### config.mk
export PLATFORM = sky130hd
export DESIGN_NAME = nmea_gga_gsv_stream_parser_flat
export DESIGN_NICKNAME = d
export VERILOG_FILES = /design/src/hw/rtl/ngp_pkg.sv /design/src/hw/rtl/ngp_channels.sv /design/src/hw/rtl/ngp_line_tracker.sv /design/src/hw/rtl/ngp_coord_conv.sv /design/src/hw/rtl/nmea_gga_gsv_stream_parser.sv /design/src/flat_wrapper.sv
export SDC_FILE = /design/constraint.sdc
export NUM_CORES = 2
export LEC_CHECK = 0
export ABC_AREA = 0
export BUFFER_PORTS_ARGS = -buffer_cell sky130_fd_sc_hd__buf_2
export CORE_ASPECT_RATIO = 1.2
export CORE_UTILIZATION = 50
export DETAILED_ROUTE_END_ITERATION = 10
export PLACE_DENSITY = 0.65
export SLEW_MARGIN = 5
export SYNTH_ARGS = -nofsm -noshare
export SYNTH_HDL_FRONTEND = slang
export SYNTH_HIERARCHICAL = 1
export SYNTH_SLANG_ARGS = --single-unit
export TNS_END_PERCENT = 100
### constraint.sdc
create_clock -name clock -period 29.3 [get_ports clock]
set_clock_uncertainty 0.2 [all_clocks]
set_input_delay 1.465 -clock clock [delete_from_list [all_inputs] [get_ports clock]]
set_output_delay 1.465 -clock clock [all_outputs]
set_load 0.03 [all_outputs]
### src/hw/rtl/ngp_pkg.sv
// ----------------------------------------------------------------------------
// NMEA GGA/GSV parser package
// Shared constants, record types and per-character update functions.
// ----------------------------------------------------------------------------
`default_nettype none

package ngp_pkg;

   localparam int LINE_CAPACITY_DEF = 256;
   localparam int FRAC_DIGITS_DEF   = 5;

   localparam int HI_W   = 10;   // degrees part, saturating
   localparam int LO_W   = 7;    // whole minutes
   localparam int FRAC_W = 24;   // minute fraction digits
   localparam int CNT_W  = 10;   // count accumulator, saturating at 1000
   localparam int FCC_W  = 5;    // characters within a field, saturating

   localparam logic [FCC_W-1:0] COORD_CHARS = FCC_W'(19);
   localparam logic [FCC_W-1:0] COUNT_CHARS = FCC_W'(7);

   localparam logic [7:0] CH_NUL   = 8'h00;
   localparam logic [7:0] CH_TAB   = 8'h09;
   localparam logic [7:0] CH_LF    = 8'h0A;
   localparam logic [7:0] CH_VT    = 8'h0B;
   localparam logic [7:0] CH_FF    = 8'h0C;
   localparam logic [7:0] CH_CR    = 8'h0D;
   localparam logic [7:0] CH_SPACE = 8'h20;
   localparam logic [7:0] CH_DOLLAR = 8'h24;
   localparam logic [7:0] CH_STAR  = 8'h2A;
   localparam logic [7:0] CH_PLUS  = 8'h2B;
   localparam logic [7:0] CH_COMMA = 8'h2C;
   localparam logic [7:0] CH_MINUS = 8'h2D;
   localparam logic [7:0] CH_DOT   = 8'h2E;
   localparam logic [7:0] CH_ZERO  = 8'h30;
   localparam logic [7:0] CH_NINE  = 8'h39;
   localparam logic [7:0] CH_A     = 8'h41;
   localparam logic [7:0] CH_C     = 8'h43;
   localparam logic [7:0] CH_G     = 8'h47;
   localparam logic [7:0] CH_L     = 8'h4C;
   localparam logic [7:0] CH_M     = 8'h4D;
   localparam logic [7:0] CH_N     = 8'h4E;
   localparam logic [7:0] CH_P     = 8'h50;
   localparam logic [7:0] CH_R     = 8'h52;
   localparam logic [7:0] CH_S     = 8'h53;
   localparam logic [7:0] CH_V     = 8'h56;
   localparam logic [7:0] CH_W     = 8'h57;

   localparam logic [7:0] FLD_LAT     = 8'd2;
   localparam logic [7:0] FLD_LAT_DIR = 8'd3;
   localparam logic [7:0] FLD_LON     = 8'd4;
   localparam logic [7:0] FLD_LON_DIR = 8'd5;
   localparam logic [7:0] FLD_QUALITY = 8'd6;
   localparam logic [7:0] FLD_USED    = 8'd7;
   localparam logic [7:0] FLD_IN_VIEW = 8'd3;

   localparam logic [31:0] MAG_CAP = 32'h7FFF_FFFF;

   typedef enum logic [2:0] {
      KIND_OTHER = 3'd0,
      KIND_GGA   = 3'd1,
      KIND_GSV   = 3'd2,
      KIND_RMC   = 3'd3,
      KIND_GLL   = 3'd4
   } line_kind_type;

   typedef enum logic [1:0] {
      CNT_LEAD   = 2'd0,
      CNT_DIGITS = 2'd1,
      CNT_DONE   = 2'd2
   } count_phase_type;

   typedef enum logic [1:0] {
      CRD_LEAD = 2'd0,
      CRD_INT  = 2'd1,
      CRD_FRAC = 2'd2,
      CRD_DONE = 2'd3
   } coord_phase_type;

   typedef struct packed {
      logic [CNT_W-1:0] value;
      count_phase_type  phase;
      logic             neg;
   } count_acc_type;

   typedef struct packed {
      logic [HI_W-1:0]   hi;
      logic [LO_W-1:0]   lo;
      logic [FRAC_W-1:0] fpart;
      logic [2:0]        fdigits;
      coord_phase_type   phase;
      logic              neg;
      logic              nonempty;
   } coord_acc_type;

   typedef struct packed {
      logic [5:0][7:0] hdr;
      logic [2:0]      hdr_len;
      logic [7:0]      field_num;
      logic [FCC_W-1:0] field_chars;
      logic            star;
      coord_acc_type   lat;
      coord_acc_type   lon;
      logic            lat_sw;
      logic            lon_sw;
      count_acc_type   cnt3;
      count_acc_type   cnt6;
      count_acc_type   cnt7;
   } line_state_type;

   typedef struct packed {
      logic [HI_W-1:0]   hi;
      logic [LO_W-1:0]   lo;
      logic [FRAC_W-1:0] fpart;
      logic [2:0]        fdigits;
      logic              negate;
   } coord_rec_type;

   typedef struct packed {
      line_kind_type kind;
      logic [7:0]    quality;
      logic [7:0]    used;
      logic [7:0]    in_view;
      logic          lat_ne;
      logic          lon_ne;
   } side_type;

   typedef struct packed {
      side_type      side;
      coord_rec_type lat;
      coord_rec_type lon;
   } line_rec_type;

   function automatic logic is_digit(logic [7:0] c);
      return (c >= CH_ZERO) && (c <= CH_NINE);
   endfunction

   function automatic logic is_blank(logic [7:0] c);
      return (c == CH_SPACE) || (c == CH_TAB) || (c == CH_VT) || (c == CH_FF);
   endfunction

   function automatic logic [FRAC_W-1:0] pow10(logic [2:0] e);
      logic [FRAC_W-1:0] r;
      case (e)
         3'd0:    r = FRAC_W'(1);
         3'd1:    r = FRAC_W'(10);
         3'd2:    r = FRAC_W'(100);
         3'd3:    r = FRAC_W'(1000);
         3'd4:    r = FRAC_W'(10000);
         3'd5:    r = FRAC_W'(100000);
         3'd6:    r = FRAC_W'(1000000);
         default: r = FRAC_W'(10000000);
      endcase
      return r;
   endfunction

   function automatic count_acc_type count_feed(count_acc_type a, logic [7:0] c);
      count_acc_type r;
      logic [13:0]   v;
      logic          take;
      r    = a;
      take = 1'b1;
      v    = '0;
      if (a.phase == CNT_DONE) begin
         take = 1'b0;
      end else if (a.phase == CNT_LEAD) begin
         if (is_blank(c)) begin
            take = 1'b0;
         end else begin
            r.phase = CNT_DIGITS;
            if (c == CH_PLUS || c == CH_MINUS) begin
               r.neg = (c == CH_MINUS);
               take  = 1'b0;
            end
         end
      end
      if (take) begin
         if (is_digit(c)) begin
            v = 14'(a.value) * 14'd10 + 14'(c[3:0]);
            r.value = (v > 14'd1000) ? CNT_W'(1000) : v[CNT_W-1:0];
         end else begin
            r.phase = CNT_DONE;
         end
      end
      return r;
   endfunction

   function automatic logic [7:0] count_result(count_acc_type a);
      logic [7:0] r;
      if (a.neg) r = 8'd0;
      else if (a.value > CNT_W'(255)) r = 8'd255;
      else r = a.value[7:0];
      return r;
   endfunction

   // Integer digits are kept as degrees and the last two digits (minutes).
   function automatic coord_acc_type coord_feed(coord_acc_type a, logic [7:0] c,
                                                logic [2:0] fmax);
      coord_acc_type r;
      logic [9:0]    full;
      logic [3:0]    carry;
      logic [13:0]   hn;
      logic          go;
      r     = a;
      go    = 1'b1;
      full  = '0;
      carry = '0;
      hn    = '0;
      if (a.phase == CRD_DONE) begin
         go = 1'b0;
      end else if (a.phase == CRD_LEAD) begin
         if (is_blank(c)) begin
            go = 1'b0;
         end else begin
            r.phase = CRD_INT;
            if (c == CH_PLUS || c == CH_MINUS) begin
               r.neg = (c == CH_MINUS);
               go    = 1'b0;
            end
         end
      end
      if (go) begin
         if (r.phase == CRD_INT) begin
            if (is_digit(c)) begin
               full = 10'(a.lo) * 10'd10 + 10'(c[3:0]);
               for (int k = 1; k < 10; k++) begin
                  if (full >= 10'(k * 100)) carry = 4'(k);
               end
               r.lo = LO_W'(full - 10'(carry) * 10'd100);
               hn   = 14'(a.hi) * 14'd10 + 14'(carry);
               r.hi = (hn > 14'(2**HI_W - 1)) ? '1 : hn[HI_W-1:0];
            end else if (c == CH_DOT) begin
               r.phase = CRD_FRAC;
            end else begin
               r.phase = CRD_DONE;
            end
         end else begin
            if (is_digit(c)) begin
               if (a.fdigits < fmax) begin
                  r.fpart   = a.fpart * FRAC_W'(10) + FRAC_W'(c[3:0]);
                  r.fdigits = a.fdigits + 3'd1;
               end
            end else begin
               r.phase = CRD_DONE;
            end
         end
      end
      return r;
   endfunction

endpackage

`default_nettype wire

### src/hw/rtl/ngp_channels.sv
// ----------------------------------------------------------------------------
// NMEA parser channels
// Valid/ready channels for received bytes and for per-line results.
// ----------------------------------------------------------------------------
`default_nettype none

interface ngp_req_if;
   logic       valid;
   logic       ready;
   logic [7:0] rx_byte;
   modport source (output valid, output rx_byte, input ready);
   modport sink   (input valid, input rx_byte, output ready);
endinterface

interface ngp_rsp_if;
   logic               valid;
   logic               ready;
   logic [2:0]         line_kind;
   logic               has_fix;
   logic [7:0]         gps_quality;
   logic [7:0]         sats_used;
   logic [7:0]         sats_in_view;
   logic signed [31:0] latitude;
   logic signed [31:0] longitude;
   modport source (output valid, output line_kind, output has_fix, output gps_quality,
                   output sats_used, output sats_in_view, output latitude,
                   output longitude, input ready);
   modport sink   (input valid, input line_kind, input has_fix, input gps_quality,
                   input sats_used, input sats_in_view, input latitude,
                   input longitude, output ready);
endinterface

`default_nettype wire

### src/hw/rtl/ngp_line_tracker.sv
// ----------------------------------------------------------------------------
// NMEA line tracker
// Registers each byte, updates the line state and emits a line record at LF.
// ----------------------------------------------------------------------------
`default_nettype none

module ngp_line_tracker import ngp_pkg::*; #(
   parameter int LINE_CAPACITY          = LINE_CAPACITY_DEF,
   parameter int MINUTE_FRACTION_DIGITS = FRAC_DIGITS_DEF
) (
   input  logic         clock,
   input  logic         reset,
   ngp_req_if.sink      req_if,
   input  logic         rec_take,
   output line_rec_type rec,
   output logic         rec_valid
);

   localparam int LEN_W = $clog2(LINE_CAPACITY);
   localparam logic [2:0] FMAX = 3'(MINUTE_FRACTION_DIGITS);

   logic           in_valid_ff, in_valid_in;
   logic [7:0]     in_byte_ff;
   logic [LEN_W-1:0] line_len_ff, line_len_in;
   line_state_type ln_ff, ln_in;
   line_rec_type   rec_ff, rec_in;
   logic           rec_valid_ff, rec_valid_in;

   logic [7:0] c;
   logic       emit, rec_free, byte_go, in_ready;

   function automatic line_kind_type kind_of(logic [5:0][7:0] h, logic [2:0] len);
      line_kind_type k;
      k = KIND_OTHER;
      if (len == 3'd6 && h[0] == CH_DOLLAR && h[1] == CH_G &&
          (h[2] == CH_P || h[2] == CH_N)) begin
         if (h[3] == CH_G && h[4] == CH_G && h[5] == CH_A) k = KIND_GGA;
         else if (h[3] == CH_G && h[4] == CH_S && h[5] == CH_V) k = KIND_GSV;
         else if (h[3] == CH_R && h[4] == CH_M && h[5] == CH_C) k = KIND_RMC;
         else if (h[3] == CH_G && h[4] == CH_L && h[5] == CH_L) k = KIND_GLL;
      end
      return k;
   endfunction

   function automatic coord_rec_type coord_rec(coord_acc_type a, logic sw);
      coord_rec_type r;
      r.hi      = a.hi;
      r.lo      = a.lo;
      r.fpart   = a.fpart;
      r.fdigits = a.fdigits;
      r.negate  = a.neg ^ sw;
      return r;
   endfunction

   assign c        = in_byte_ff;
   assign emit     = (c == CH_LF) && (line_len_ff != '0);
   assign rec_free = !rec_valid_ff || rec_take;
   assign byte_go  = in_valid_ff && (!emit || rec_free);
   assign in_ready = !in_valid_ff || byte_go;

   assign req_if.ready = in_ready;
   assign rec          = rec_ff;
   assign rec_valid    = rec_valid_ff;

   assign in_valid_in  = in_ready ? req_if.valid : in_valid_ff;
   assign rec_valid_in = rec_free ? (in_valid_ff && emit) : rec_valid_ff;

   // line state update for the byte in the input register
   always_comb begin
      ln_in       = ln_ff;
      line_len_in = line_len_ff;
      if (byte_go) begin
         if (c == CH_LF) begin
            ln_in       = '0;
            line_len_in = '0;
         end else if (c == CH_CR) begin
            ln_in = ln_ff;
         end else if (line_len_ff < LEN_W'(LINE_CAPACITY - 1)) begin
            line_len_in = line_len_ff + LEN_W'(1);
            if (!ln_ff.star) begin
               if (c == CH_STAR || c == CH_NUL) begin
                  ln_in.star = 1'b1;
               end else begin
                  if (ln_ff.hdr_len < 3'd6) begin
                     ln_in.hdr[ln_ff.hdr_len] = c;
                     ln_in.hdr_len            = ln_ff.hdr_len + 3'd1;
                  end
                  if (c == CH_COMMA) begin
                     if (ln_ff.field_num != 8'hFF) ln_in.field_num = ln_ff.field_num + 8'd1;
                     ln_in.field_chars = '0;
                  end else begin
                     case (ln_ff.field_num)
                        FLD_LAT: begin
                           if (ln_ff.field_chars < COORD_CHARS) begin
                              ln_in.lat          = coord_feed(ln_ff.lat, c, FMAX);
                              ln_in.lat.nonempty = 1'b1;
                           end
                        end
                        FLD_LAT_DIR: begin
                           if (ln_ff.field_chars == '0) ln_in.lat_sw = (c == CH_S || c == CH_W);
                           if (ln_ff.field_chars < COUNT_CHARS)
                              ln_in.cnt3 = count_feed(ln_ff.cnt3, c);
                        end
                        FLD_LON: begin
                           if (ln_ff.field_chars < COORD_CHARS) begin
                              ln_in.lon          = coord_feed(ln_ff.lon, c, FMAX);
                              ln_in.lon.nonempty = 1'b1;
                           end
                        end
                        FLD_LON_DIR: begin
                           if (ln_ff.field_chars == '0) ln_in.lon_sw = (c == CH_S || c == CH_W);
                        end
                        FLD_QUALITY: begin
                           if (ln_ff.field_chars < COUNT_CHARS)
                              ln_in.cnt6 = count_feed(ln_ff.cnt6, c);
                        end
                        FLD_USED: begin
                           if (ln_ff.field_chars < COUNT_CHARS)
                              ln_in.cnt7 = count_feed(ln_ff.cnt7, c);
                        end
                        default: begin
                           ln_in.field_chars = ln_in.field_chars;
                        end
                     endcase
                     if (ln_ff.field_chars != '1)
                        ln_in.field_chars = ln_ff.field_chars + FCC_W'(1);
                  end
               end
            end
         end else begin
            // overflow: drop the byte and restart the line
            ln_in       = '0;
            line_len_in = '0;
         end
      end
   end

   always_comb begin
      rec_in.side.kind    = kind_of(ln_ff.hdr, ln_ff.hdr_len);
      rec_in.side.quality = (ln_ff.field_num >= FLD_QUALITY) ? count_result(ln_ff.cnt6) : 8'd0;
      rec_in.side.used    = (ln_ff.field_num >= FLD_USED) ? count_result(ln_ff.cnt7) : 8'd0;
      rec_in.side.in_view = (ln_ff.field_num >= FLD_IN_VIEW) ? count_result(ln_ff.cnt3) : 8'd0;
      rec_in.side.lat_ne  = ln_ff.lat.nonempty;
      rec_in.side.lon_ne  = ln_ff.lon.nonempty;
      rec_in.lat          = coord_rec(ln_ff.lat, ln_ff.lat_sw);
      rec_in.lon          = coord_rec(ln_ff.lon, ln_ff.lon_sw);
   end

   always_ff @(posedge clock) begin
      if (reset) begin
         in_valid_ff  <= 1'b0;
         rec_valid_ff <= 1'b0;
         line_len_ff  <= '0;
         ln_ff        <= '0;
      end else begin
         in_valid_ff  <= in_valid_in;
         rec_valid_ff <= rec_valid_in;
         line_len_ff  <= line_len_in;
         ln_ff        <= ln_in;
      end
   end

   always_ff @(posedge clock) begin
      if (in_ready && req_if.valid) in_byte_ff <= req_if.rx_byte;
      if (byte_go && emit) rec_ff <= rec_in;
   end

endmodule

`default_nettype wire

### src/hw/rtl/ngp_coord_conv.sv
// ----------------------------------------------------------------------------
// NMEA coordinate converter
// Turns degrees, minutes and minute fraction into signed degrees * 1e7.
// ----------------------------------------------------------------------------
`default_nettype none

module ngp_coord_conv import ngp_pkg::*; #(
   parameter int MINUTE_FRACTION_DIGITS = FRAC_DIGITS_DEF
) (
   input  logic          clock,
   input  logic          advance,
   input  coord_rec_type rec_in,
   output logic [31:0]   value
);

   // minutes scaled to 1e-6 (or 1e-7) units, then divided by 6 (or 60)
   localparam int FM       = (MINUTE_FRACTION_DIGITS > 6) ? MINUTE_FRACTION_DIGITS : 6;
   localparam int DIVISOR  = (MINUTE_FRACTION_DIGITS > 6) ? 15 : 3;
   localparam int SHIFT    = (MINUTE_FRACTION_DIGITS > 6) ? 2 : 1;
   localparam int LO_SCALE = 10 ** FM;
   localparam longint unsigned RECIP = (64'd1 << 32) / DIVISOR;

   logic [47:0]     frac_prod;
   logic [29:0]     n_sum;
   logic [29:0]     x1_ff, x1_in;
   logic [HI_W-1:0] hi1_ff, hi2_ff;
   logic            neg1_ff, neg2_ff;
   logic [61:0]     q_prod;
   logic [29:0]     q2_ff, x2_ff;
   logic [29:0]     rem, q_fix;
   logic [32:0]     mag;
   logic [30:0]     mag_sat;
   logic [31:0]     mag32;

   assign frac_prod = 48'(rec_in.fpart) * 48'(pow10(3'(FM) - rec_in.fdigits));
   assign n_sum     = 30'(rec_in.lo) * 30'(LO_SCALE) + frac_prod[29:0];
   assign x1_in     = n_sum >> SHIFT;
   assign q_prod    = 62'(x1_ff) * 62'(RECIP[31:0]);

   // reciprocal estimate is at most one low
   assign rem     = x2_ff - q2_ff * 30'(DIVISOR);
   assign q_fix   = (rem >= 30'(DIVISOR)) ? q2_ff + 30'd1 : q2_ff;
   assign mag     = 33'(hi2_ff) * 33'd10000000 + 33'(q_fix);
   assign mag_sat = (hi2_ff > HI_W'(214) || mag > 33'(MAG_CAP)) ? MAG_CAP[30:0] : mag[30:0];
   assign mag32   = {1'b0, mag_sat};
   assign value   = neg2_ff ? (~mag32 + 32'd1) : mag32;

   always_ff @(posedge clock) begin
      if (advance) begin
         x1_ff   <= x1_in;
         hi1_ff  <= rec_in.hi;
         neg1_ff <= rec_in.negate;
         q2_ff   <= q_prod[61:32];
         x2_ff   <= x1_ff;
         hi2_ff  <= hi1_ff;
         neg2_ff <= neg1_ff;
      end
   end

endmodule

`default_nettype wire

### src/hw/rtl/nmea_gga_gsv_stream_parser.sv
// ----------------------------------------------------------------------------
// NMEA GGA/GSV stream parser
// Splits received text into lines and reports fix, satellite counts and position.
// ----------------------------------------------------------------------------
//  channel   dir  handshake      payload
//  req_if    in   valid/ready    rx_byte
//  rsp_if    out  valid/ready    line_kind, has_fix, gps_quality, sats_used,
//                                sats_in_view, latitude, longitude
//
//  One byte is taken every cycle unless an LF waits on a full line record stage.
//  A result passes the input register, line record, two conversion stages and
//  the output register. Synchronous reset clears the line state and all held
//  values to zero. A stalled result holds the record and conversion stages;
//  bytes keep flowing until an LF finds the line record stage still occupied.
// ----------------------------------------------------------------------------
`default_nettype none

module nmea_gga_gsv_stream_parser import ngp_pkg::*; #(
   parameter int LINE_CAPACITY          = LINE_CAPACITY_DEF,
   parameter int MINUTE_FRACTION_DIGITS = FRAC_DIGITS_DEF
) (
   input  logic       clock,
   input  logic       reset,
   ngp_req_if.sink    req_if,
   ngp_rsp_if.source  rsp_if
);

   line_rec_type rec;
   logic         rec_valid;
   logic         advance;
   logic [31:0]  lat_val, lon_val;

   logic     s1_valid_ff, s2_valid_ff, out_valid_ff;
   side_type s1_side_ff, s2_side_ff;

   logic [7:0]  held_quality_ff, held_quality_in;
   logic [7:0]  held_used_ff, held_used_in;
   logic [7:0]  held_view_ff, held_view_in;
   logic        held_fix_ff, held_fix_in;
   logic [31:0] held_lat_ff, held_lat_in;
   logic [31:0] held_lon_ff, held_lon_in;
   logic [2:0]  out_kind_ff;

   assign advance = !out_valid_ff || rsp_if.ready;

   ngp_line_tracker #(
      .LINE_CAPACITY          (LINE_CAPACITY),
      .MINUTE_FRACTION_DIGITS (MINUTE_FRACTION_DIGITS)
   ) u_tracker (
      .clock     (clock),
      .reset     (reset),
      .req_if    (req_if),
      .rec_take  (advance),
      .rec       (rec),
      .rec_valid (rec_valid)
   );

   ngp_coord_conv #(.MINUTE_FRACTION_DIGITS (MINUTE_FRACTION_DIGITS)) u_lat_conv (
      .clock   (clock),
      .advance (advance),
      .rec_in  (rec.lat),
      .value   (lat_val)
   );

   ngp_coord_conv #(.MINUTE_FRACTION_DIGITS (MINUTE_FRACTION_DIGITS)) u_lon_conv (
      .clock   (clock),
      .advance (advance),
      .rec_in  (rec.lon),
      .value   (lon_val)
   );

   // apply the finished line to the held values
   always_comb begin
      held_quality_in = held_quality_ff;
      held_used_in    = held_used_ff;
      held_view_in    = held_view_ff;
      held_fix_in     = held_fix_ff;
      held_lat_in     = held_lat_ff;
      held_lon_in     = held_lon_ff;
      if (s2_side_ff.kind == KIND_RMC) held_view_in = 8'd0;
      if (s2_side_ff.kind == KIND_GGA) begin
         held_quality_in = s2_side_ff.quality;
         held_used_in    = s2_side_ff.used;
         held_fix_in     = (s2_side_ff.quality != 8'd0) && s2_side_ff.lat_ne &&
                           s2_side_ff.lon_ne;
         if (held_fix_in) begin
            held_lat_in = lat_val;
            held_lon_in = lon_val;
         end
      end else if (s2_side_ff.kind == KIND_GSV) begin
         if (s2_side_ff.in_view > held_view_ff) held_view_in = s2_side_ff.in_view;
      end
   end

   always_ff @(posedge clock) begin
      if (reset) begin
         s1_valid_ff     <= 1'b0;
         s2_valid_ff     <= 1'b0;
         out_valid_ff    <= 1'b0;
         held_quality_ff <= '0;
         held_used_ff    <= '0;
         held_view_ff    <= '0;
         held_fix_ff     <= 1'b0;
         held_lat_ff     <= '0;
         held_lon_ff     <= '0;
      end else if (advance) begin
         s1_valid_ff  <= rec_valid;
         s2_valid_ff  <= s1_valid_ff;
         out_valid_ff <= s2_valid_ff;
         if (s2_valid_ff) begin
            held_quality_ff <= held_quality_in;
            held_used_ff    <= held_used_in;
            held_view_ff    <= held_view_in;
            held_fix_ff     <= held_fix_in;
            held_lat_ff     <= held_lat_in;
            held_lon_ff     <= held_lon_in;
         end
      end
   end

   always_ff @(posedge clock) begin
      if (advance) begin
         s1_side_ff  <= rec.side;
         s2_side_ff  <= s1_side_ff;
         out_kind_ff <= s2_side_ff.kind;
      end
   end

   assign rsp_if.valid        = out_valid_ff;
   assign rsp_if.line_kind    = out_kind_ff;
   assign rsp_if.has_fix      = held_fix_ff;
   assign rsp_if.gps_quality  = held_quality_ff;
   assign rsp_if.sats_used    = held_used_ff;
   assign rsp_if.sats_in_view = held_view_ff;
   assign rsp_if.latitude     = held_lat_ff;
   assign rsp_if.longitude    = held_lon_ff;

`ifndef NO_ASSERTIONS
   a_fix_needs_quality : assert property (@(posedge clock) disable iff (reset)
      held_fix_ff |-> held_quality_ff != 8'd0)
      else $error("fix held with zero quality");

   a_rmc_clears_view : assert property (@(posedge clock) disable iff (reset)
      (out_valid_ff && out_kind_ff == KIND_RMC) |-> held_view_ff == 8'd0)
      else $error("RMC result with satellites in view");

   a_gsv_never_lowers : assert property (@(posedge clock) disable iff (reset)
      (advance && s2_valid_ff && s2_side_ff.kind == KIND_GSV) |=>
      held_view_ff >= $past(held_view_ff))
      else $error("GSV line lowered satellites in view");
`endif

endmodule

`default_nettype wire
### src/flat_wrapper.sv
// flat-port wrapper written by rule: the top's interface ports become plain ports
module nmea_gga_gsv_stream_parser_flat import ngp_pkg::*;
#(
   parameter int LINE_CAPACITY          = LINE_CAPACITY_DEF,
   parameter int MINUTE_FRACTION_DIGITS = FRAC_DIGITS_DEF
)
  (clock, reset, req_if_valid, req_if_rx_byte, req_if_ready, rsp_if_valid, rsp_if_line_kind, rsp_if_has_fix, rsp_if_gps_quality, rsp_if_sats_used, rsp_if_sats_in_view, rsp_if_latitude, rsp_if_longitude, rsp_if_ready);
  ngp_req_if req_if_i ();
  ngp_rsp_if rsp_if_i ();
  input  logic clock;
  input  logic reset;
  input wire logic [$bits(req_if_i.valid)-1:0] req_if_valid;
  input wire logic [$bits(req_if_i.rx_byte)-1:0] req_if_rx_byte;
  output wire logic [$bits(req_if_i.ready)-1:0] req_if_ready;
  output wire logic [$bits(rsp_if_i.valid)-1:0] rsp_if_valid;
  output wire logic [$bits(rsp_if_i.line_kind)-1:0] rsp_if_line_kind;
  output wire logic [$bits(rsp_if_i.has_fix)-1:0] rsp_if_has_fix;
  output wire logic [$bits(rsp_if_i.gps_quality)-1:0] rsp_if_gps_quality;
  output wire logic [$bits(rsp_if_i.sats_used)-1:0] rsp_if_sats_used;
  output wire logic [$bits(rsp_if_i.sats_in_view)-1:0] rsp_if_sats_in_view;
  output wire logic [$bits(rsp_if_i.latitude)-1:0] rsp_if_latitude;
  output wire logic [$bits(rsp_if_i.longitude)-1:0] rsp_if_longitude;
  input wire logic [$bits(rsp_if_i.ready)-1:0] rsp_if_ready;
  assign req_if_i.valid = req_if_valid;
  assign req_if_i.rx_byte = req_if_rx_byte;
  assign req_if_ready = req_if_i.ready;
  assign rsp_if_valid = rsp_if_i.valid;
  assign rsp_if_line_kind = rsp_if_i.line_kind;
  assign rsp_if_has_fix = rsp_if_i.has_fix;
  assign rsp_if_gps_quality = rsp_if_i.gps_quality;
  assign rsp_if_sats_used = rsp_if_i.sats_used;
  assign rsp_if_sats_in_view = rsp_if_i.sats_in_view;
  assign rsp_if_latitude = rsp_if_i.latitude;
  assign rsp_if_longitude = rsp_if_i.longitude;
  assign rsp_if_i.ready = rsp_if_ready;
  nmea_gga_gsv_stream_parser #(.LINE_CAPACITY(LINE_CAPACITY), .MINUTE_FRACTION_DIGITS(MINUTE_FRACTION_DIGITS)) u_core (.clock(clock), .reset(reset), .req_if(req_if_i), .rsp_if(rsp_if_i));
endmodule
==> results.json <==
{
  "status": "completed",
  "cts_tree": "built",
  "required_ns": 29.77,
  "dp_cells": 12341,
  "grt_overflow_total": 0,
  "firstDrtPassIters": 5,
  "crit_start": "u_core/u_lon_conv/q2_ff[2]$_DFFE_PP_",
  "reg2reg_slack_ns": 18.04,
  "drt-initial-drc-count": 3620,
  "nFillCells": 17005,
  "grt_usage_pct": 24.69,
  "maxSlewViolCount": 0,
  "routed_wl_mm": 237.1,
  "timing.final.crit_share_pct": 38.43,
  "synth.area.top_cells": "fa_1 (25%), ha_1 (18%), edfxtp_1 (13%)",
  "yosys.cell_types.count": 127,
  "detail-route-antenna-nets": 0,
  "synth_edf_count": 404,
  "setup_viol": 0,
  "final_cell_mix": "inv_1 (1700), ha_1 (1396), fa_1 (1176), nand2_1 (602), nor2_1 (597)",
  "initial_utilization_pct": 50.49,
  "drcViolationCount": 0,
  "routedWlPerCell_um": 18.98,
  "synth_area_mm2": 0.09606,
  "start_kind": "flip-flop",
  "finalSetupTns_ns": 0,
  "post_cts_buffers": 0,
  "fin_nets": 12530,
  "port_buffers": 105,
  "antenna_found_initial": 8,
  "ys_ff_latch": 708,
  "num_rows": 175,
  "intPower_mw": 2.709,
  "worstMarginPinSlew_ns": 1.258,
  "worst_slack_ns": 18.04,
  "viasPerCell": 5.585,
  "finalHoldViolCount": 0,
  "period_needed_ns": 11.26,
  "power_frac_comb_pct": 54.4,
  "reg2reg_to": "u_core/rsp_if.longitude[18]$_SDFFE_PP0P_",
  "cts_buffer_depth": 3,
  "rsz0062_at_grt": "false",
  "grt_pass1_wl_mm": 384.0,
  "dieArea_mm2": 0.1939,
  "place.gp.congestion": 0.9420,
  "synth_cells": 9972,
  "postCtsHoldBufs": 0,
  "synth-seq-area-share_pct": 18.96,
  "ctsResizeCount": 0,
  "drive_gt1_share_pct": 4.454,
  "power_density_mw_per_mm2": 47.93,
  "numCtsBuffers": 81,
  "core_area_mm2": 0.1903,
  "clk_transition_reported_paths_ns": 0.06,
  "async_reset_ff_share_pct": 0,
  "relSlewSlack_pct": 16.03,
  "crit_type": "reg -> reg",
  "htree_levels": 3,
  "cts_root_buf": "clkbuf_16",
  "critPathArrivalTime_ns": 11.73,
  "grt_pass1_vias": 72833,
  "syn_nets": 12556,
  "hold_path.class": "reg -> reg",
  "hpwl_mm": 195.6,
  "p_seq_share_pct": 23.9,
  "worstSetupEndpointType": "flip-flop",
  "p_sw_mw": 2.172,
  "synthFlopType": "edfxtp_1",
  "die_h_um": 482.2,
  "die_width_um": 402.1,
  "leakagePower_nw": 50.80,
  "stdcell_count": 12494,
  "yosysWarnings": 6,
  "finalPower_mw": 4.881,
  "io-pin-count": 106,
  "clock.fmax_mhz": 88.80,
  "avgSynthCellArea_um2": 9.633,
  "cpMaxStageDelayCell": "or3_1",
  "cts.sinks": 708,
  "rr_startpoint": "u_core/u_lon_conv/q2_ff[2]$_DFFE_PP_",
  "worstSetupEndpoint": "u_core/rsp_if.longitude[18]$_SDFFE_PP0P_",
  "irDropWorstVdd_v": 0.00005932,
  "final_common_cell": "inv_1",
  "reg2reg_depth": 36,
  "clk_latency_ns": 0.76,
  "post-place-ws_ns": 18.13,
  "power_frac_clock_pct": 21.7,
  "cp_max_fo": 34,
  "netlist.area_leader.share_pct": 24.51,
  "grt_max_degree": 84,
  "via_count": 69781,
  "cap_violations": 0,
  "synth_top_area_cell": "fa_1",
  "slowest_delay_ns": 0.76,
  "swShare_pct": 44.50,
  "area_growth_pct": 6.010
}
==> cell usage after synthesis (228+ instances only) <==
cell type,count
edfxtp_1,404
nor2_1,600
ha_1,1396
inv_1,1701
and2_1,278
nand2_1,602
clkbuf_1,228
o21ai_0,279
a21oi_1,384
fa_1,1176
dfxtp_1,304
xnor2_1,349
==> power by group through the flow <==
stage                     sequential (mW)  combinational [mW]  clock [mW]
after CTS                            1.17                2.64        1.09
after global placement               1.18                2.62           0
after global routing                 1.17                2.94        1.12
final                                1.17                2.66        1.06
after floorplan                      1.17                1.97           0
after detailed placement             1.19                2.61           0
==> state kept, by name, indices dropped and copies added, names as in the netlist, 28 cells and up <==
| register | count |
|---|---|
| u_core/u_lon_conv/x2_ff | 29 |
| u_core/u_lon_conv/x1_ff | 29 |
| u_core/u_tracker/rec | 119 |
| u_core/s1_side_ff | 29 |
| u_core/rsp_if.longitude | 32 |
| u_core/u_tracker/ln_ff | 202 |
| u_core/rsp_if.latitude | 32 |
| u_core/u_lat_conv/x2_ff | 29 |
| u_core/s2_side_ff | 29 |
| u_core/u_lon_conv/q2_ff | 28 |
| u_core/u_lat_conv/q2_ff | 28 |
| u_core/u_lat_conv/x1_ff | 29 |
==> stage by stage <==
step           hold slack (ns)  area, µm²  util [%]
3_5_place_dp            0.2045      99070     52.06
2_1_floorplan           0.2003      96060         -
4_1_cts                 0.1215     101800     53.52
6_report                0.1341     101800     53.52
5_1_grt                 0.1343     101800     53.52
3_3_place_gp            0.2005      99070     52.06
==> cell families (layout without fill, tap and decap cells) <==
kind of cell,after synthesis,count (layout),share of synthesized area [%]
AO/OA/AOI/OAI,1522,1522,10.68
XOR/XNOR,498,498,4.645
flip-flops,708,708,18.96
adder cells (fa/ha/maj),2572,2572,42.69
other,0,2,0
buffers and inverters,1975,2017,7.834
AND/OR/NAND/NOR,2560,2560,13.74
multiplexers,137,137,1.443
==> worst max-delay path, delay by kind of cell (launching register included) <==
kind            cells  cell delay, ns
flops               1            0.53
simple gates       13            4.62
xor+xnor            1            0.21
buf+inv             2            0.26
mux                 1            0.09
fa+ha+maj           4            1.51
compound gates     15            3.74
==> layer usage <==
| layer | up-vias | track usage [%] | routed length (µm) |
|---|---|---|---|
| met4 | 4 | 8.728 | 8353 |
| met2 | 1547 | 44.37 | 118600 |
| met3 | 405 | 2.509 | 9596 |
| met1 | 34499 | 30.69 | 100500 |
| met5 | - | 0 | 26 |
| li1 | 33326 | - | - |
==> worst min-delay path by stage <==
stage / end / depth (start not counted) / startpoint
after floorplan: u_core/s1_side_ff[0]$_DFFE_PN_ / 0 / u_core/u_tracker/rec[90]$_DFFE_PP_
after global placement: u_core/u_lon_conv/hi2_ff[5]$_DFFE_PP_ / 0 / u_core/u_lon_conv/hi1_ff[5]$_DFFE_PP_
after detailed placement: u_core/s1_side_ff[20]$_DFFE_PN_ / 0 / u_core/u_tracker/rec[110]$_SDFFCE_PP0P_
after CTS: u_core/u_lat_conv/hi1_ff[2]$_DFFE_PP_ / 0 / u_core/u_tracker/rec[82]$_DFFE_PP_
after global routing: u_core/u_lat_conv/hi1_ff[2]$_DFFE_PP_ / 0 / u_core/u_tracker/rec[82]$_DFFE_PP_
final: u_core/u_lat_conv/hi1_ff[2]$_DFFE_PP_ / 0 / u_core/u_tracker/rec[82]$_DFFE_PP_
==> layout make-up <==
cell class                      count  area, µm²  share of cell area [%]
Clock inverter                     54      678.2                  0.6659
Timing Repair Buffer              164      977.2                  0.9596
Clock buffer                       97       2087                   2.049
Multi-Input combinational cell   7289      70370                   69.11
Sequential cell                   708      18220                   17.89
Tap cell                         2478       3100                   3.045
Inverter                         1702       6396                   6.281
Antenna cell                        2      5.005                0.004915
(Power assumes the default switching activity.)
